$ cat src/mpd_pkg.sv
// ----------------------------------------------------------------------------
// Pixel downscaler package
// Widths, buffer geometry, register indexes and the divider stage record
// shared by the downscaler, its channel interfaces and its top level.
// ----------------------------------------------------------------------------
`default_nettype none

package mpd_pkg;

  // Buffer geometry of the square output image.
  localparam int unsigned BUFFER_WIDTH  = 240;
  localparam int unsigned BUFFER_HEIGHT = 240;

  // Field widths.
  localparam int unsigned BLOCK_IDX_W = 13;
  localparam int unsigned PIX_IDX_W   = 4;
  localparam int unsigned COLOR_W     = 8;
  localparam int unsigned ADDR_W      = 16;
  localparam int unsigned PIX565_W    = 16;

  // Configuration register widths.
  localparam int unsigned DIM_W   = 16;
  localparam int unsigned BLK_W   = 5;
  localparam int unsigned OSIZE_W = 8;
  localparam int unsigned CFG_W   = 16;
  localparam int unsigned CFG_IDX_W = 3;

  // Source coordinate: 13-bit block index times 5-bit block size plus 4 bits.
  localparam int unsigned SRC_W = 18;
  // Dividend: a kept source coordinate is below the 16-bit dimension,
  // times the 8-bit output size.
  localparam int unsigned NUM_W = DIM_W + OSIZE_W;
  // Quotient is below the square side, so it fits the output size width.
  localparam int unsigned QUO_W = OSIZE_W;
  localparam int unsigned DIV_STEPS = QUO_W;

  // Register indexes of the configuration port.
  typedef enum logic [CFG_IDX_W-1:0] {
    REG_SOURCE_WIDTH  = 3'd0,
    REG_SOURCE_HEIGHT = 3'd1,
    REG_BLOCK_WIDTH   = 3'd2,
    REG_BLOCK_HEIGHT  = 3'd3,
    REG_SQUARE_SIZE   = 3'd4
  } cfg_reg_t;

  // One divider stage: partial remainders and quotients for both axes,
  // plus the packed pixel riding along.
  typedef struct packed {
    logic [NUM_W-1:0]    rem_x;
    logic [NUM_W-1:0]    rem_y;
    logic [QUO_W-1:0]    quo_x;
    logic [QUO_W-1:0]    quo_y;
    logic [PIX565_W-1:0] pixel;
  } div_stage_t;

endpackage

`default_nettype wire

$ cat src/mpd_pixel_in_if.sv
// ----------------------------------------------------------------------------
// Pixel input channel
// Valid/ready channel carrying one decoded pixel and its block position.
// ----------------------------------------------------------------------------
`default_nettype none

interface mpd_pixel_in_if;
  logic                             valid;
  logic                             ready;
  logic [mpd_pkg::BLOCK_IDX_W-1:0]  block_col;
  logic [mpd_pkg::BLOCK_IDX_W-1:0]  block_row;
  logic [mpd_pkg::PIX_IDX_W-1:0]    pixel_col;
  logic [mpd_pkg::PIX_IDX_W-1:0]    pixel_row;
  logic [mpd_pkg::COLOR_W-1:0]      red;
  logic [mpd_pkg::COLOR_W-1:0]      green;
  logic [mpd_pkg::COLOR_W-1:0]      blue;

  modport source (
    output valid, block_col, block_row, pixel_col, pixel_row, red, green, blue,
    input  ready
  );

  modport sink (
    input  valid, block_col, block_row, pixel_col, pixel_row, red, green, blue,
    output ready
  );
endinterface

`default_nettype wire

$ cat src/mpd_pixel_out_if.sv
// ----------------------------------------------------------------------------
// Pixel output channel
// Valid/ready channel carrying a buffer write address and an RGB565 word.
// ----------------------------------------------------------------------------
`default_nettype none

interface mpd_pixel_out_if;
  logic                          valid;
  logic                          ready;
  logic [mpd_pkg::ADDR_W-1:0]    write_address;
  logic [mpd_pkg::PIX565_W-1:0]  pixel_565;

  modport source (
    output valid, write_address, pixel_565,
    input  ready
  );

  modport sink (
    input  valid, write_address, pixel_565,
    output ready
  );
endinterface

`default_nettype wire

$ cat src/mcu_pixel_downscale_rgb565_top.sv
// Pipeline: an input transfer passes the input stage, the dividend stage,
// 8 divider steps and the output stage before its result is offered.
// Throughput: one pixel per cycle; output back-pressure stalls every full stage.
// Dropped pixels lose their valid bit and produce no output transfer.
// Reset: synchronous, active high; clears all valid bits and loads the
// configuration registers with their defaults (240, 240, 8, 8, 240).
// ----------------------------------------------------------------------------
// Pixel downscaler top level
// Nearest-neighbor scaling of decoded block pixels to a square RGB565 buffer.
// ----------------------------------------------------------------------------
`default_nettype none

module mcu_pixel_downscale_rgb565_top (
  input  wire logic                          clk,
  input  wire logic                          rst,
  input  wire logic                          cfg_write,
  input  wire logic [mpd_pkg::CFG_IDX_W-1:0] cfg_index,
  input  wire logic [mpd_pkg::CFG_W-1:0]     cfg_data,
  mpd_pixel_in_if.sink                       pix_in,
  mpd_pixel_out_if.source                    pix_out
);

  localparam int unsigned NUM_W = mpd_pkg::NUM_W;
  localparam int unsigned QUO_W = mpd_pkg::QUO_W;
  localparam int unsigned STEPS = mpd_pkg::DIV_STEPS;

  // Configuration registers.
  logic [mpd_pkg::DIM_W-1:0]   source_width;
  logic [mpd_pkg::DIM_W-1:0]   source_height;
  logic [mpd_pkg::BLK_W-1:0]   block_width;
  logic [mpd_pkg::BLK_W-1:0]   block_height;
  logic [mpd_pkg::OSIZE_W-1:0] square_size;

  // Stage 1: source coordinates and packed pixel.
  logic                        s1_valid;
  logic [mpd_pkg::SRC_W-1:0]   s1_src_x;
  logic [mpd_pkg::SRC_W-1:0]   s1_src_y;
  logic [mpd_pkg::PIX565_W-1:0] s1_pixel;

  // Divider chain: entry 0 holds the dividends, entry k the state after k steps.
  logic                        div_valid [STEPS+1];
  mpd_pkg::div_stage_t         div_stage [STEPS+1];
  logic                        div_adv   [STEPS+1];

  // Output register.
  logic                        out_valid;
  logic [mpd_pkg::ADDR_W-1:0]  out_addr;
  logic [mpd_pkg::PIX565_W-1:0] out_pixel;

  logic out_adv;
  logic s1_adv;

  // Stage 1 combinational terms.
  logic                        blk_keep;
  logic [mpd_pkg::SRC_W-1:0]   src_x_next;
  logic [mpd_pkg::SRC_W-1:0]   src_y_next;
  logic [mpd_pkg::PIX565_W-1:0] pixel_next;

  // Stage 2 combinational terms.
  logic                        range_keep;
  logic [NUM_W-1:0]            num_x_next;
  logic [NUM_W-1:0]            num_y_next;

  // Final stage combinational terms.
  logic                        buf_keep;
  logic [mpd_pkg::ADDR_W-1:0]  addr_full;

  // Configuration writes.
  always_ff @(posedge clk) begin
    if (rst) begin
      source_width  <= 16'd240;
      source_height <= 16'd240;
      block_width   <= 5'd8;
      block_height  <= 5'd8;
      square_size   <= 8'd240;
    end else if (cfg_write) begin
      case (cfg_index)
        mpd_pkg::REG_SOURCE_WIDTH:  source_width  <= cfg_data;
        mpd_pkg::REG_SOURCE_HEIGHT: source_height <= cfg_data;
        mpd_pkg::REG_BLOCK_WIDTH:   block_width   <= cfg_data[mpd_pkg::BLK_W-1:0];
        mpd_pkg::REG_BLOCK_HEIGHT:  block_height  <= cfg_data[mpd_pkg::BLK_W-1:0];
        mpd_pkg::REG_SQUARE_SIZE:   square_size   <= cfg_data[mpd_pkg::OSIZE_W-1:0];
        default: ;
      endcase
    end
  end

  // Per-stage advance: a stage loads when it is empty or its successor loads.
  always_comb begin
    out_adv = !out_valid || pix_out.ready;
    div_adv[STEPS] = !div_valid[STEPS] || out_adv;
    for (int k = STEPS - 1; k >= 0; k--) begin
      div_adv[k] = !div_valid[k] || div_adv[k+1];
    end
    s1_adv = !s1_valid || div_adv[0];
  end

  assign pix_in.ready = s1_adv;

  // Stage 1 logic: block bounds check, source coordinates, RGB565 packing.
  always_comb begin
    blk_keep = ({1'b0, pix_in.pixel_col} < block_width) &&
               ({1'b0, pix_in.pixel_row} < block_height);
    src_x_next = mpd_pkg::SRC_W'(pix_in.block_col) * mpd_pkg::SRC_W'(block_width) +
                 mpd_pkg::SRC_W'(pix_in.pixel_col);
    src_y_next = mpd_pkg::SRC_W'(pix_in.block_row) * mpd_pkg::SRC_W'(block_height) +
                 mpd_pkg::SRC_W'(pix_in.pixel_row);
    pixel_next = {pix_in.red[7:3], pix_in.green[7:2], pix_in.blue[7:3]};
  end

  always_ff @(posedge clk) begin
    if (rst) begin
      s1_valid <= 1'b0;
    end else if (s1_adv) begin
      s1_valid <= pix_in.valid && blk_keep;
    end
  end

  always_ff @(posedge clk) begin
    if (s1_adv) begin
      s1_src_x <= src_x_next;
      s1_src_y <= src_y_next;
      s1_pixel <= pixel_next;
    end
  end

  // Stage 2 logic: a coordinate below its source dimension always scales
  // below the square side, so this compare settles the output-square drop.
  always_comb begin
    range_keep = (s1_src_x < mpd_pkg::SRC_W'(source_width)) &&
                 (s1_src_y < mpd_pkg::SRC_W'(source_height)) &&
                 (square_size != '0);
    num_x_next = NUM_W'(s1_src_x[mpd_pkg::DIM_W-1:0]) * NUM_W'(square_size);
    num_y_next = NUM_W'(s1_src_y[mpd_pkg::DIM_W-1:0]) * NUM_W'(square_size);
  end

  always_ff @(posedge clk) begin
    if (rst) begin
      div_valid[0] <= 1'b0;
    end else if (div_adv[0]) begin
      div_valid[0] <= s1_valid && range_keep;
    end
  end

  always_ff @(posedge clk) begin
    if (div_adv[0]) begin
      div_stage[0].rem_x <= num_x_next;
      div_stage[0].rem_y <= num_y_next;
      div_stage[0].quo_x <= '0;
      div_stage[0].quo_y <= '0;
      div_stage[0].pixel <= s1_pixel;
    end
  end

  // Restoring divider: one quotient bit per stage, most significant first.
  for (genvar j = 0; j < STEPS; j++) begin : g_div
    localparam int unsigned SHIFT = STEPS - 1 - j;

    logic [NUM_W-1:0] dvs_x;
    logic [NUM_W-1:0] dvs_y;
    logic             bit_x;
    logic             bit_y;

    always_comb begin
      dvs_x = NUM_W'(source_width) << SHIFT;
      dvs_y = NUM_W'(source_height) << SHIFT;
      bit_x = div_stage[j].rem_x >= dvs_x;
      bit_y = div_stage[j].rem_y >= dvs_y;
    end

    always_ff @(posedge clk) begin
      if (rst) begin
        div_valid[j+1] <= 1'b0;
      end else if (div_adv[j+1]) begin
        div_valid[j+1] <= div_valid[j];
      end
    end

    always_ff @(posedge clk) begin
      if (div_adv[j+1]) begin
        div_stage[j+1].rem_x <= bit_x ? div_stage[j].rem_x - dvs_x : div_stage[j].rem_x;
        div_stage[j+1].rem_y <= bit_y ? div_stage[j].rem_y - dvs_y : div_stage[j].rem_y;
        div_stage[j+1].quo_x <= {div_stage[j].quo_x[QUO_W-2:0], bit_x};
        div_stage[j+1].quo_y <= {div_stage[j].quo_y[QUO_W-2:0], bit_y};
        div_stage[j+1].pixel <= div_stage[j].pixel;
      end
    end
  end

  // Final stage: buffer bounds and write address, kept to its low 16 bits.
  always_comb begin
    buf_keep = (32'(div_stage[STEPS].quo_x) < 32'(mpd_pkg::BUFFER_WIDTH)) &&
               (32'(div_stage[STEPS].quo_y) < 32'(mpd_pkg::BUFFER_HEIGHT));
    addr_full = mpd_pkg::ADDR_W'(div_stage[STEPS].quo_y) *
                mpd_pkg::ADDR_W'(mpd_pkg::BUFFER_WIDTH) +
                mpd_pkg::ADDR_W'(div_stage[STEPS].quo_x);
  end

  always_ff @(posedge clk) begin
    if (rst) begin
      out_valid <= 1'b0;
    end else if (out_adv) begin
      out_valid <= div_valid[STEPS] && buf_keep;
    end
  end

  always_ff @(posedge clk) begin
    if (out_adv) begin
      out_addr  <= addr_full;
      out_pixel <= div_stage[STEPS].pixel;
    end
  end

  assign pix_out.valid         = out_valid;
  assign pix_out.write_address = out_addr;
  assign pix_out.pixel_565     = out_pixel;

endmodule

`default_nettype wire

$ cat src/flat_wrapper.sv
// flat-port wrapper written by rule: the top's interface ports become plain ports
module mcu_pixel_downscale_rgb565_top_flat 
  (clk, rst, cfg_write, cfg_index, cfg_data, pix_in_valid, pix_in_block_col, pix_in_block_row, pix_in_pixel_col, pix_in_pixel_row, pix_in_red, pix_in_green, pix_in_blue, pix_in_ready, pix_out_valid, pix_out_write_address, pix_out_pixel_565, pix_out_ready);
  mpd_pixel_in_if pix_in_i ();
  mpd_pixel_out_if pix_out_i ();
  input  wire logic clk;
  input  wire logic rst;
  input  wire logic cfg_write;
  input  wire logic [mpd_pkg::CFG_IDX_W-1:0] cfg_index;
  input  wire logic [mpd_pkg::CFG_W-1:0] cfg_data;
  input wire logic [$bits(pix_in_i.valid)-1:0] pix_in_valid;
  input wire logic [$bits(pix_in_i.block_col)-1:0] pix_in_block_col;
  input wire logic [$bits(pix_in_i.block_row)-1:0] pix_in_block_row;
  input wire logic [$bits(pix_in_i.pixel_col)-1:0] pix_in_pixel_col;
  input wire logic [$bits(pix_in_i.pixel_row)-1:0] pix_in_pixel_row;
  input wire logic [$bits(pix_in_i.red)-1:0] pix_in_red;
  input wire logic [$bits(pix_in_i.green)-1:0] pix_in_green;
  input wire logic [$bits(pix_in_i.blue)-1:0] pix_in_blue;
  output wire logic [$bits(pix_in_i.ready)-1:0] pix_in_ready;
  output wire logic [$bits(pix_out_i.valid)-1:0] pix_out_valid;
  output wire logic [$bits(pix_out_i.write_address)-1:0] pix_out_write_address;
  output wire logic [$bits(pix_out_i.pixel_565)-1:0] pix_out_pixel_565;
  input wire logic [$bits(pix_out_i.ready)-1:0] pix_out_ready;
  assign pix_in_i.valid = pix_in_valid;
  assign pix_in_i.block_col = pix_in_block_col;
  assign pix_in_i.block_row = pix_in_block_row;
  assign pix_in_i.pixel_col = pix_in_pixel_col;
  assign pix_in_i.pixel_row = pix_in_pixel_row;
  assign pix_in_i.red = pix_in_red;
  assign pix_in_i.green = pix_in_green;
  assign pix_in_i.blue = pix_in_blue;
  assign pix_in_ready = pix_in_i.ready;
  assign pix_out_valid = pix_out_i.valid;
  assign pix_out_write_address = pix_out_i.write_address;
  assign pix_out_pixel_565 = pix_out_i.pixel_565;
  assign pix_out_i.ready = pix_out_ready;
  mcu_pixel_downscale_rgb565_top u_core (.clk(clk), .rst(rst), .cfg_write(cfg_write), .cfg_index(cfg_index), .cfg_data(cfg_data), .pix_in(pix_in_i), .pix_out(pix_out_i));
endmodule
$ cat config.mk
export PLATFORM = sky130hd
export DESIGN_NAME = mcu_pixel_downscale_rgb565_top_flat
export DESIGN_NICKNAME = d
export VERILOG_FILES = /design/src/mpd_pkg.sv /design/src/mpd_pixel_in_if.sv /design/src/mpd_pixel_out_if.sv /design/src/mcu_pixel_downscale_rgb565_top.sv /design/src/flat_wrapper.sv
export SDC_FILE = /design/constraint.sdc
export NUM_CORES = 2
export LEC_CHECK = 0
export BUFFER_PORTS_ARGS = -buffer_cell sky130_fd_sc_hd__buf_2
export CORE_ASPECT_RATIO = 0.6
export CORE_MARGIN = 2
export CORE_UTILIZATION = 59
export CTS_CLUSTER_DIAMETER = 200
export DETAILED_ROUTE_END_ITERATION = 10
export MAX_ROUTING_LAYER = met4
export PLACE_DENSITY = 0.83
export SETUP_SLACK_MARGIN = 0.4
export SYNTH_ARGS = -nofsm -noshare
export SYNTH_HDL_FRONTEND = slang
export SYNTH_SLANG_ARGS = --single-unit
$ cat constraint.sdc
create_clock -name clk -period 13.9 [get_ports clk]
set_clock_uncertainty 0.1 [all_clocks]
set_input_delay 1.39 -clock clk [delete_from_list [all_inputs] [get_ports clk]]
set_output_delay 1.39 -clock clk [all_outputs]
set_load 0.005 [all_outputs]
Yosys cells after proc, flatten, opt, wreduce, memory -nomap -nowiden
Memory sizes are Yosys's and may differ from the RTL's.
Cells that the tools add are included.
{"block": "totals", "reg_bits": 136, "latchBits": 0, "ramBits": 729, "romBits": 0, "inputBits": 82, "output_inout_bits": 34, "memories": 2}
{"block": "op_classes", "addsub": 19, "mul": 5, "div_mod_pow": 0, "n_lt_le_gt_ge": 22, "n_eq_ne": 4, "n_shift": 0, "mux": 63, "bitwise_logic": 9, "reduce_logical": 36}
{"memory": "u_core.div_stage", "words": 9, "word_bits": 80, "read_ports": 9, "rd_ports_with_merged_regs": 0, "write_ports": 9, "line_no": "mcu_pixel_downscale_rgb565_top.sv:42", "rtl": "mpd_pkg::div_stage_t div_stage [STEPS+1];"}
{"memory": "u_core.div_valid", "words": 9, "word_bits": 1, "read_ports": 9, "rd_ports_with_merged_regs": 0, "write_ports": 9, "line_no": "mcu_pixel_downscale_rgb565_top.sv:41", "rtl": "logic div_valid [STEPS+1];"}
{"cell": "two-way mux 24 bit", "count": 16}
{"cell": ">= comparator 24 x 16 -> 1 bit", "count": 2}
{"cell": ">= comparator 24 x 17 -> 1 bit", "count": 2}
{"cell": ">= comparator 24 x 18 -> 1 bit", "count": 2}
{"cell": ">= comparator 24 x 19 -> 1 bit", "count": 2}
{"cell": ">= comparator 24 x 20 -> 1 bit", "count": 2}
{"cell": ">= comparator 24 x 21 -> 1 bit", "count": 2}
{"cell": ">= comparator 24 x 22 -> 1 bit", "count": 2}
{"cell": ">= comparator 24 x 23 -> 1 bit", "count": 2}
{"cell": "multiplier 16 x 8 -> 24 bit", "count": 2}
{"cell": "subtractor 24 x 16 -> 24 bit", "count": 2}
{"cell": "subtractor 24 x 17 -> 24 bit", "count": 2}
{"cell": "subtractor 24 x 18 -> 24 bit", "count": 2}
{"cell": "subtractor 24 x 19 -> 24 bit", "count": 2}
{"cell": "subtractor 24 x 20 -> 24 bit", "count": 2}
{"cell": "subtractor 24 x 21 -> 24 bit", "count": 2}
{"cell": "subtractor 24 x 22 -> 24 bit", "count": 2}
{"cell": "subtractor 24 x 23 -> 24 bit", "count": 2}
{"cell": "two-way mux 1 bit", "count": 47}
{"cell": "adder 18 x 4 -> 18 bit", "count": 2}
{"cell": "< comparator 18 x 16 -> 1 bit", "count": 2}
{"cell": "multiplier 13 x 5 -> 18 bit", "count": 2}
{"cell": "adder 16 x 8 -> 16 bit", "count": 1}
{"cell": "< comparator 8 bit, second input constant", "count": 2}
{"cell": "other kinds (12)", "count": 52}

Logic depth before layout (Yosys ltp)
{"block": "depth", "ltp_word": 15, "ltp_mapped": 20, "ltp_nobuf": 19}

Least setup slack after synthesis
Ideal clock, no wire load.
{"block": "synth_timing", "kind": "input-to-output", "startpoint": "input pix_out_ready", "endpoint": "output pix_in_ready", "arrival_ns": 5.512, "required_ns": 12.410, "slack_ns": 6.898, "path_stages": 7, "path_cell_list": "nor2b_1 > and2_1 > and3_1 > and2_1 > nand2_1 > nor2_1 > nand4_1"}
{"item": "start, declared", "line_no": "flat_wrapper.sv:23", "rtl": "input wire logic [$bits(pix_out_i.ready)-1:0] pix_out_ready;"}
{"item": "end, declared", "line_no": "flat_wrapper.sv:19", "rtl": "output wire logic [$bits(pix_in_i.ready)-1:0] pix_in_ready;"}

==> results.py <==
metrics = {
    "finish": {
        "fin_cells": 6097,
        "finalNetCount": 5715,
        "drive_above_1_share_pct": 6.951,
        "area_growth_pct": 8.294,
        "final_cell_mix": "edfxtp_1 (693), ha_1 (470), inv_1 (432)",
        "final_common_cell": "edfxtp_1",
    },
    "timing": {
        "finalHoldViolCount": 0,
        "worst_pin_slew_ps": 1153,
        "tns_ps": 0,
        "period_share_pct": 45.47,
        "max_freq_ghz": 0.1582,
        "final.min_clock_period_ps": 6320,
        "rsz0062_at_grt": "false",
        "slew_violations": 0,
        "max_slew_margin_pct": 21.13,
        "setup_viol": 0,
    },
    "yosys": {
        "seq_area_frac_synth_pct": 42.30,
        "synth_top_area_share_pct": 40.29,
        "syn_area_per_cell_um2": 10.81,
        "syn-cell-area_um2": 51650,
        "ys.flop_type": "edfxtp_1",
        "synth_top_cell_by_area": "edfxtp_1",
        "netlist_instances": 4778,
        "synth_edf_count": 693,
        "ys_seq_elements": 745,
        "async_reset_ff_share_pct": 0,
        "ys_warn_count": 0,
        "synthDistinctLibCells": 82,
        "synth_area_leaders": "edfxtp_1 (40%), ha_1 (11%), fa_1 (10%)",
        "syn_nets": 5600,
    },
    "clock_network": {
        "clock-sinks": 745,
        "cts_setup_buffers": 0,
        "clkTransAtPathRegs_ps": 80,
        "htree_levels": 3,
        "clock_tree.root_cell": "clkbuf_16",
        "tritoncts": "done",
        "clock_latency_ps": 690,
        "hold_buffers": 0,
        "clk_path_buf_depth": 3,
        "numCtsBuffers": 71,
        "ctsResizeCount": 0,
    },
    "detailed_routing": {
        "drt-initial-drc-count": 3814,
        "num_vias": 36780,
        "drc": 0,
        "postRouteAntennaNets": 0,
        "dr.pass1.iters": 6,
        "via_per_inst": 6.032,
        "avgRoutedWirePerCell_um": 20.00,
        "wl_um": 121900,
    },
    "critical_path": {
        "critPathArrivalTime_ps": 6670,
        "ff2ff_path_depth": 18,
        "crit_path_top_delay_cell": "dfxtp_1",
        "cp_common_cell": "fa_1",
        "start_kind": "flip-flop",
        "crit_path_end_kind": "flip-flop",
        "cp_data_required_time_ps": 14250,
        "max_stage_delay_ps": 850,
        "crit_chain": "buf_4 > and2_1 > fa_1 > fa_1 > fa_1 > inv_1 > fa_1 > inv_1 > ha_1 > a21o_1 > or2_2 > o221a_2 > o2111ai_1 > a41oi_1 > a221o_1 > a211oi_1 > a21oi_1 > xnor2_1",
        "path_max_fanout": 19,
        "critPathKind": "reg2reg",
    },
    "global_routing": {
        "grt_pass1_vias": 36900,
        "grt_use_total_pct": 28.73,
        "grt_max_degree": 80,
        "antenna_found_initial": 2,
        "grt_overflow": 0,
        "grt_pass1_wl_um": 198200,
    },
    "floorplan": {
        "die_x_um": 386.0,
        "core_area_um2": 86090,
        "initial_core_util_pct": 60.00,
        "die_height_um": 233.2,
        "dieArea_um2": 90010,
        "pin_count": 116,
        "rows": 83,
    },
    "placed_design": {
        "gp_congestion": 0.9624,
        "placed_cells": 5967,
        "dp_hpwl_um": 90310,
        "io_buffer_count": 107,
    },
    "power": {
        "vdd_drop_max_v": 0.0001974,
        "leakagePower_nw": 23.82,
        "pwr_density_cell_nw_per_um2": 220.8,
    },
    "worst_hold_path": {
        "hold_depth": 0,
        "hold_path_class": "reg2reg",
    },
    "status": {
        "status": "complete, no violations",
    },
    "flow_run": {
        "drv_cap": 0,
    },
}
==> sequential cells by signal, indices dropped and copies added (netlist names) <==
| name | flops |
|---|---|
| u_core.block_height | 5 |
| u_core.block_width | 5 |
| u_core.div_stage | 600 |
| u_core.div_valid | 9 |
| u_core.pix_out.pixel_565 | 16 |
| u_core.pix_out.valid | 1 |
| u_core.pix_out.write_address | 16 |
| u_core.s1_pixel | 16 |
| u_core.s1_src_x | 18 |
| u_core.s1_src_y | 18 |
| u_core.s1_valid | 1 |
| u_core.source_height | 16 |
| u_core.source_width | 16 |
| u_core.square_size | 8 |
==> worst max-delay path, delay by kind of cell (launching register included) <==
| family | cells | cell delay (ps) |
|---|---|---|
| xor gates and xnor gates | 1 | 130 |
| DFF | 1 | 850 |
| adders and majority gates | 5 | 2220 |
| and+or+nand+nor | 2 | 450 |
| buffers and inverters | 3 | 450 |
| AOI/OAI and AO/OA | 7 | 1880 |
==> path summary, 6_finish.rpt <==
check	from	endpoint	slack (ps)
worst max-delay path	u_core.square_size[4]$_SDFFE_PP1P_	u_core.div_stage[0][55]$_DFFE_PP_	7580
worst min-delay path	u_core.div_stage[6][26]$_DFFE_PP_	u_core.div_stage[7][27]$_DFFE_PP_	300
worst max register to register	u_core.square_size[4]$_SDFFE_PP1P_	u_core.div_stage[0][55]$_DFFE_PP_	7580
worst min register to register	u_core.div_stage[6][26]$_DFFE_PP_	u_core.div_stage[7][27]$_DFFE_PP_	300
==> synth_stat cells, drive strengths merged (8+ instances only) <==
master / count
o21ai: 234
o31ai: 23
a31oi: 28
nand2b: 54
nand3b: 8
o21a: 44
nor4b: 8
a211oi: 28
o21bai: 33
nand2: 429
or3: 17
nand3: 71
nand4: 46
a2111oi: 11
a31o: 10
a21oi: 298
mux2i: 19
xor2: 111
a21boi: 19
o211ai: 25
nor3: 62
a21o: 141
and2: 284
dfxtp: 52
fa: 270
inv: 438
a211o: 9
xnor2: 182
o2111ai: 9
and3: 33
buf: 13
edfxtp: 693
nor3b: 11
clkbuf: 94
nor4: 22
nor2: 284
ha: 470
o41ai: 15
nor2b: 55
mux2: 42
==> cell type report <==
cell class / count / area [µm²]
multi-input combinational: 3488 / 27830
tap: 1147 / 1435
fill: 6441 / 30150
antenna: 1 / 2.502
clock inverter: 42 / 414.1
inverter: 438 / 1647
clock buffer: 87 / 1907
sequential: 745 / 21850
timing repair buffer: 149 / 850.8
==> stage by stage <==
stage / power [mW] / worst slack [ps] / cell area [µm²] / hold slack, ps / util, %
2_1_floorplan: 8.788 / 6898 / 51650 / 300.3 / -
3_3_place_gp: 9.992 / 7733 / 53620 / 300.0 / 62.28
3_5_place_dp: 10.24 / 7681 / 53620 / 304.5 / 62.28
4_1_cts: 12.28 / 7646 / 55940 / 303.8 / 64.97
5_1_grt: 13.33 / 7317 / 55940 / 299.1 / 64.98
6_report: 12.35 / 7580 / 55940 / 299.5 / 64.98
==> power breakdown <==
| group | total (mW) | leakage, nW | internal [mW] | switching, mW |
|---|---|---|---|---|
| sequential | 3.97 | 7.75 | 3.52 | 0.441 |
| combinational | 6.43 | 14.9 | 2.82 | 3.61 |
| clock | 1.96 | 1.13 | 1.04 | 0.921 |
| total | 12.3 | 23.8 | 7.38 | 4.97 |
==> cell families (layout without fill, tap and decap cells) <==
kind of cell	count (synthesis)	count (layout)	share of synthesized area [%]
other cells	0	1	0
fa+ha+maj	740	740	21.85
flops	745	745	42.30
compound gates	984	984	12.08
xor+xnor	294	294	5.014
mux	61	61	1.284
simple gates	1409	1409	13.47
buf+inv	545	716	3.997
==> per-layer routing <==
metal  up-vias  share of wire [%]  track usage, %
met1     17980                 47           42.04
met4         0                2.3           7.344
li1      17140                  -               -
met2      1460                 42           40.70
met3       188                9.5           6.047
met5         -                  0               -
Power figures use the tool's default switching activity.
